**config.mk**
```make
export PLATFORM = sky130hd
export DESIGN_NAME = pse_ctrl
export DESIGN_NICKNAME = d
export VERILOG_FILES = /design/src/hw/rtl/pse_pkg.sv /design/src/hw/rtl/pse_ctrl.sv
export SDC_FILE = /design/constraint.sdc
export NUM_CORES = 1
export LEC_CHECK = 0
export BUFFER_PORTS_ARGS = -buffer_cell sky130_fd_sc_hd__buf_2
export CAP_MARGIN = 30
export CORE_AREA = 2 2 39 41
export CTS_BUF_LIST = sky130_fd_sc_hd__clkbuf_16
export DETAILED_ROUTE_END_ITERATION = 12
export DIE_AREA = 0 0 41 43
export SKIP_CTS_REPAIR_TIMING = 1
export SYNTH_ARGS = -nofsm -noshare
export SYNTH_HDL_FRONTEND = slang
export SYNTH_SLANG_ARGS = --single-unit
```
**constraint.sdc**
```tcl
create_clock -name i_clk -period 2.97 [get_ports i_clk]
set_input_delay 0.4455 -clock i_clk [delete_from_list [all_inputs] [get_ports i_clk]]
set_output_delay 0.4455 -clock i_clk [all_outputs]
set_load 0.01 [all_outputs]
```
**src/hw/rtl/pse_pkg.sv**
```systemverilog
package pse_pkg;

    // Default stack depth
    localparam int PSE_STACK_DEPTH = 64;

    // Iterations of the divider, one quotient bit each
    localparam int PSE_DIV_STEPS = 32;

    // Saturation limits of a Q16.16 word
    localparam logic signed [31:0] Q_MAX = 32'sh7FFF_FFFF;
    localparam logic signed [31:0] Q_MIN = 32'sh8000_0000;

    // Opcodes
    localparam logic [2:0] FN_LDC = 3'd0;
    localparam logic [2:0] FN_LDV = 3'd1;
    localparam logic [2:0] FN_ADD = 3'd2;
    localparam logic [2:0] FN_SUB = 3'd3;
    localparam logic [2:0] FN_MUL = 3'd4;
    localparam logic [2:0] FN_DIV = 3'd5;

    // Status codes
    localparam logic [1:0] ST_OK    = 2'd0;
    localparam logic [1:0] ST_DIV0  = 2'd1;
    localparam logic [1:0] ST_UNBAL = 2'd2;
    localparam logic [1:0] ST_FLOW  = 2'd3;

    // Configuration register indexes
    localparam logic [1:0] CFG_VAR_A = 2'd0;
    localparam logic [1:0] CFG_VAR_B = 2'd1;
    localparam logic [1:0] CFG_VAR_C = 2'd2;
    localparam logic [1:0] CFG_VAR_D = 2'd3;

    typedef struct packed {
        logic [2:0]         func;
        logic signed [31:0] immediate;
        logic [1:0]         var_select;
        logic               is_last;
    } t_in_item;

    typedef struct packed {
        logic signed [31:0] result_value;
        logic [1:0]         status;
    } t_out_item;

    typedef enum logic [1:0] {
        RS_ADDSUB,
        RS_MUL,
        RS_DIV
    } t_res_sel;

    // Controller to datapath commands
    typedef struct packed {
        logic       latch_item;
        logic       push;
        logic       set_err;
        logic [1:0] err_val;
        logic       rd_opnd;
        logic       mul_start;
        logic       div_start;
        logic       wr_result;
        t_res_sel   res_sel;
        logic       finish;
    } t_dp_cmd;

    // Datapath to controller status
    typedef struct packed {
        logic [2:0] func;
        logic       is_last;
        logic       err_active;
        logic       sp_ge2;
        logic       sp_full;
        logic       tos_zero;
        logic       div_done;
        logic       out_full;
    } t_dp_stat;

endpackage

```
**src/hw/rtl/pse_ctrl.sv**
```systemverilog
module pse_ctrl import pse_pkg::*; (
    input  logic     i_clk,
    input  logic     i_rst_n,
    input  logic     i_in_valid,
    output logic     o_in_ready,
    input  t_dp_stat i_stat,
    output t_dp_cmd  o_cmd
);

    typedef enum logic [2:0] {
        S_IDLE,
        S_EXEC,
        S_OPND,
        S_MULW,
        S_DIVW,
        S_FIN
    } t_state;

    t_state r_state;
    t_state n_state;

    always_comb begin
        n_state    = r_state;
        o_cmd      = '0;
        o_in_ready = 1'b0;
        case (r_state)
            S_IDLE: begin
                o_in_ready = 1'b1;
                if (i_in_valid) begin
                    o_cmd.latch_item = 1'b1;
                    n_state          = S_EXEC;
                end
            end
            S_EXEC: begin
                // Skip everything after the first error
                n_state = S_FIN;
                if (!i_stat.err_active) begin
                    case (i_stat.func)
                        FN_LDC, FN_LDV: begin
                            if (i_stat.sp_full) begin
                                o_cmd.set_err = 1'b1;
                                o_cmd.err_val = ST_FLOW;
                            end else begin
                                o_cmd.push = 1'b1;
                            end
                        end
                        FN_ADD, FN_SUB, FN_MUL, FN_DIV: begin
                            if (!i_stat.sp_ge2) begin
                                o_cmd.set_err = 1'b1;
                                o_cmd.err_val = ST_FLOW;
                            end else if ((i_stat.func == FN_DIV) && i_stat.tos_zero) begin
                                o_cmd.set_err = 1'b1;
                                o_cmd.err_val = ST_DIV0;
                            end else begin
                                o_cmd.rd_opnd = 1'b1;
                                n_state       = S_OPND;
                            end
                        end
                        default: begin
                            n_state = S_FIN;
                        end
                    endcase
                end
            end
            S_OPND: begin
                // Deeper operand is now registered
                case (i_stat.func)
                    FN_MUL: begin
                        o_cmd.mul_start = 1'b1;
                        n_state         = S_MULW;
                    end
                    FN_DIV: begin
                        o_cmd.div_start = 1'b1;
                        n_state         = S_DIVW;
                    end
                    default: begin
                        o_cmd.wr_result = 1'b1;
                        o_cmd.res_sel   = RS_ADDSUB;
                        n_state         = S_FIN;
                    end
                endcase
            end
            S_MULW: begin
                o_cmd.wr_result = 1'b1;
                o_cmd.res_sel   = RS_MUL;
                n_state         = S_FIN;
            end
            S_DIVW: begin
                if (i_stat.div_done) begin
                    o_cmd.wr_result = 1'b1;
                    o_cmd.res_sel   = RS_DIV;
                    n_state         = S_FIN;
                end
            end
            S_FIN: begin
                // Hold the last item until the output register is free
                if (!i_stat.is_last) begin
                    n_state = S_IDLE;
                end else if (!i_stat.out_full) begin
                    o_cmd.finish = 1'b1;
                    n_state      = S_IDLE;
                end
            end
            default: begin
                n_state = S_IDLE;
            end
        endcase
    end

    always_ff @(posedge i_clk) begin
        if (!i_rst_n) begin
            r_state <= S_IDLE;
        end else begin
            r_state <= n_state;
        end
    end

endmodule

```
### After elaboration in Yosys (flattened, before gate mapping)

Index checks and enable logic that the tools add are counted.

| operators by class | value |
|---|---|
| equality and inequality tests | 13 |
| muxes and demuxes | 33 |
| reduce and logical (&&, ||, !) cells | 7 |

Operators with widths:

| cell | number |
|---|---|
| $mux W3 | 13 |
| $pmux W3 S6 | 1 |
| $mux W1 | 13 |
| $eq A3 B2 Y1 const B | 4 |
| $eq A3 B3 Y1 const B | 4 |
| $pmux W3 S2 | 2 |
| $mux W5 | 2 |
| $pmux W3 S3 | 1 |
| $eq A3 B1 Y1 const B | 2 |
| $logic_not A3 Y1 | 2 |
| $ne A2 B2 Y1 const B | 2 |
| $reduce_or A2 Y1 | 2 |
| $reduce_or A4 Y1 | 1 |
| $ne A3 B3 Y1 const B | 1 |
| $reduce_and A3 Y1 | 1 |
| $mux W2 | 1 |
| $logic_and A1 B1 Y1 | 1 |

| storage, ports and cells | value |
|---|---|
| input port bits | 13 |
| flip-flop bits (word level) | 3 |
| output and inout port bits | 13 |

### Longest topological paths before layout

| depth | value |
|---|---|
| depth in word-level cells | 7 |
| mapped depth | 6 |
| depth with buffers taken out | 4 |

### Worst setup path before layout

Ideal clock, no wire load.

| path | value |
|---|---|
| path type | reg-to-output |
| start | register r_state[1] |
| end | output port o_cmd[9] (netlist bit) |
| cell stages (with the launch flop) | 7 |
| arrival | 1.455 ns |
| slack | 1.070 ns |
| required time | 2.525 ns |
| buffers on the path | 2 |
| path through | dfxtp_1 > buf_2 > or3b_4 > nor2_2 > o311ai_1 > a21oi_1 > buf_4 |

RTL lines:

| element | line | text |
|---|---|---|
| start, declared | pse_ctrl.sv:19 | `t_state r_state;` |
| start signal, assigned | pse_ctrl.sv:114 | `r_state <= n_state;` |
| end, declared | pse_ctrl.sv:7 | `output t_dp_cmd o_cmd` |

==> out/metrics.csv <==
metric,value,unit
status,finished clean,
clk buf depth,2,
CP startpoint,r_state[0]$_SDFFE_PN0P_,
Final Hold Viols,0,
full die area,0.001763,mm^2
DP Area,535.5,um^2
number of synthesized flops with an enable pin,0,
average cell area after synthesis,7.227,um^2
Worst Path Max Fanout,11,
Top Ports,26,
Final Instance Area,614.3,um^2
pins over their slew limit,0,
GRT overflow,0,
Pleak,0.3011,nW
worst setup path end,o_cmd[7],
R2R setup slack,1.55,ns
synthesis-to-finish area growth,46.57,%
Period minus WS final,2.164,ns
routed vias,504,
Max IR drop VDD,0.2657,mV
initial core utilization,30.29,%
CTS Root Cell,clkbuf_16,
Fill cells,142,
Slew @ Worst Pin,0.3316,ns
first-pass GRT wire length,1759,um
H-tree Lvls,1,
cell count after synthesis,58,
Fmax,462.1,MHz
Nets,97,
placed cells,95,
total CTS buffers,3,
Post-route DRC,0,
FF-to-FF Start,r_state[0]$_SDFFE_PN0P_,
Crit path required time,2.52,ns
Routability Congestion,0.7263,
Slew HR,77.86,%
Avg WL per Cell,10.76,um
worst hold margin,0.4831,ns
critical path type,register to primary output,
CTS sink count,3,
die height,43,um
main flop type after synthesis,dfxtp_1,
Clock Skew,0.002146,ns
vias in the first global route,445,
#FFs+latches synth,3,
All-Layer GR Usage,14.23,%
largest net degree at the start of global routing,12,
max_cap viols,0,
setup violators final,0,
setup TNS,0,ns
Worst EP arrival,1.72,ns
num rows,14,
Synth Warn #,0,
area of the multi-input gates,319.1,um^2
Core ar.,0.001384,mm^2
RSZ-0062 raised after global routing,false,
R2R Path End,r_state[0]$_SDFFE_PN0P_,
layout cells sized above 1,40.96,%
post-synthesis sequential area ratio,14.33,%
Synth cell types,36,
Port Buffers,25,
Worst Setup Start Kind,register,
ys async rst share,0,%
HP Start,i_rst_n,
power per cell area,635.4,mW/mm^2
mapped cell area,419.2,um^2
vias per cell,5.091,
die width,41,um
max reg flops,3,
# diodes,0,
antenna-violating nets left,0,
Non-Filler Instances,99,
initial antenna violation count,0,
Sequential Area,60.06,um^2
CTS tree,done,
cell depth of the worst flop-to-flop path,4,
detailed placement HPWL,811.9,um
"CTS clk-pin slew, worst paths",0.03,ns
Regs by FF count,r_state (3),
period utilization,72.87,%
DRT Wirelength,1065,um
CP endpoint kind,primary output,
Largest Register,r_state,
Tightest Hold Check Type,input pin to register,
DRT Pass-1 Iters,4,
Clock Latency Late Sink,0.22,ns
drt first-iter violations,11,
syn_nets,71,
Yosys cell counts, types with 2 or more instances:
cell / instances / area share [%]
nand3_1: 2 / 2.4
nand2_1: 3 / 2.7
inv_1: 3 / 2.7
a21oi_1: 4 / 4.8
dfxtp_1: 3 / 14
buf_2: 2 / 2.4
nand2b_1: 4 / 6.0
nor2_1: 8 / 7.2
o311ai_1: 2 / 4.2
per-layer routing:
layer	GRT usage, %	wire length, um	vias to the layer above
met5	0	0	-
met4	6.000	19	0
li1	-	-	260
met3	3.665	96	2
met1	17.89	487	219
met2	21.88	462	23
worst min path at each step:
stage	cells after the start	end	slack, ns
2_1_floorplan	1	r_state[1]$_SDFFE_PN0P_	0.56
3_3_place_gp	2	r_state[2]$_SDFFE_PN0P_	0.63
3_5_place_dp	2	r_state[2]$_SDFFE_PN0P_	0.62
4_1_cts	2	r_state[1]$_SDFFE_PN0P_	0.48
5_1_grt	2	r_state[1]$_SDFFE_PN0P_	0.50
6_report	2	r_state[1]$_SDFFE_PN0P_	0.48
power breakdown:
| part | switching, mW | internal, mW | leakage (nW) |
|---|---|---|---|
| clock network | 0.0376 | 0.174 | 0.0423 |
| logic | 0.0584 | 0.0564 | 0.234 |
| registers | 0.0164 | 0.0479 | 0.0246 |
through the flow:
| stage | utilization (%) | total power, mW | setup WS [ns] |
|---|---|---|---|
| 6_report | 44.39 | 0.3903 | 0.8059 |
| 2_1_floorplan | - | 0.1498 | 1.070 |
| 5_1_grt | 44.39 | 0.4127 | 0.7072 |
| 3_5_place_dp | 38.70 | 0.1793 | 1.045 |
| 3_3_place_gp | 38.70 | 0.1793 | 1.064 |
| 4_1_cts | 44.39 | 0.3931 | 0.8018 |
worst max-delay path: stages, from the launching register on:
cell and delay [ns]:
dfxtp_1 0.50, or3b_4 0.44, nor2_2 0.12, o311ai_1 0.10, a21oi_1 0.16, buf_2 0.16
placed cells by master (no fill, tap or decap), types with 2 or more instances in the layout:
cell	synthesis	routed
nand2b_1	4	4
nand2_1	3	3
inv_1	3	4
dfxtp_1	3	3
nor2_1	8	8
a21oi_1	4	4
buf_2	2	25
o311ai_1	2	2
nand3_1	2	2
clkbuf_16	0	3
kinds of logic after synthesis:
family          share of synthesized area, %
mux                                    2.388
simple gates                           46.27
flops                                  14.33
compound gates                         27.47
buf+inv                                9.553
area by class of cell:
class                      count  share of cell area, %
clock buffer                   3                  12.22
inverter                       3                  1.833
sequential                     3                  9.776
clock inverter                 1                 0.6110
tap                           16                  3.259
timing repair buffer          25                  20.37
multi-input combinational     48                  51.93
(Power assumes the default switching activity.)
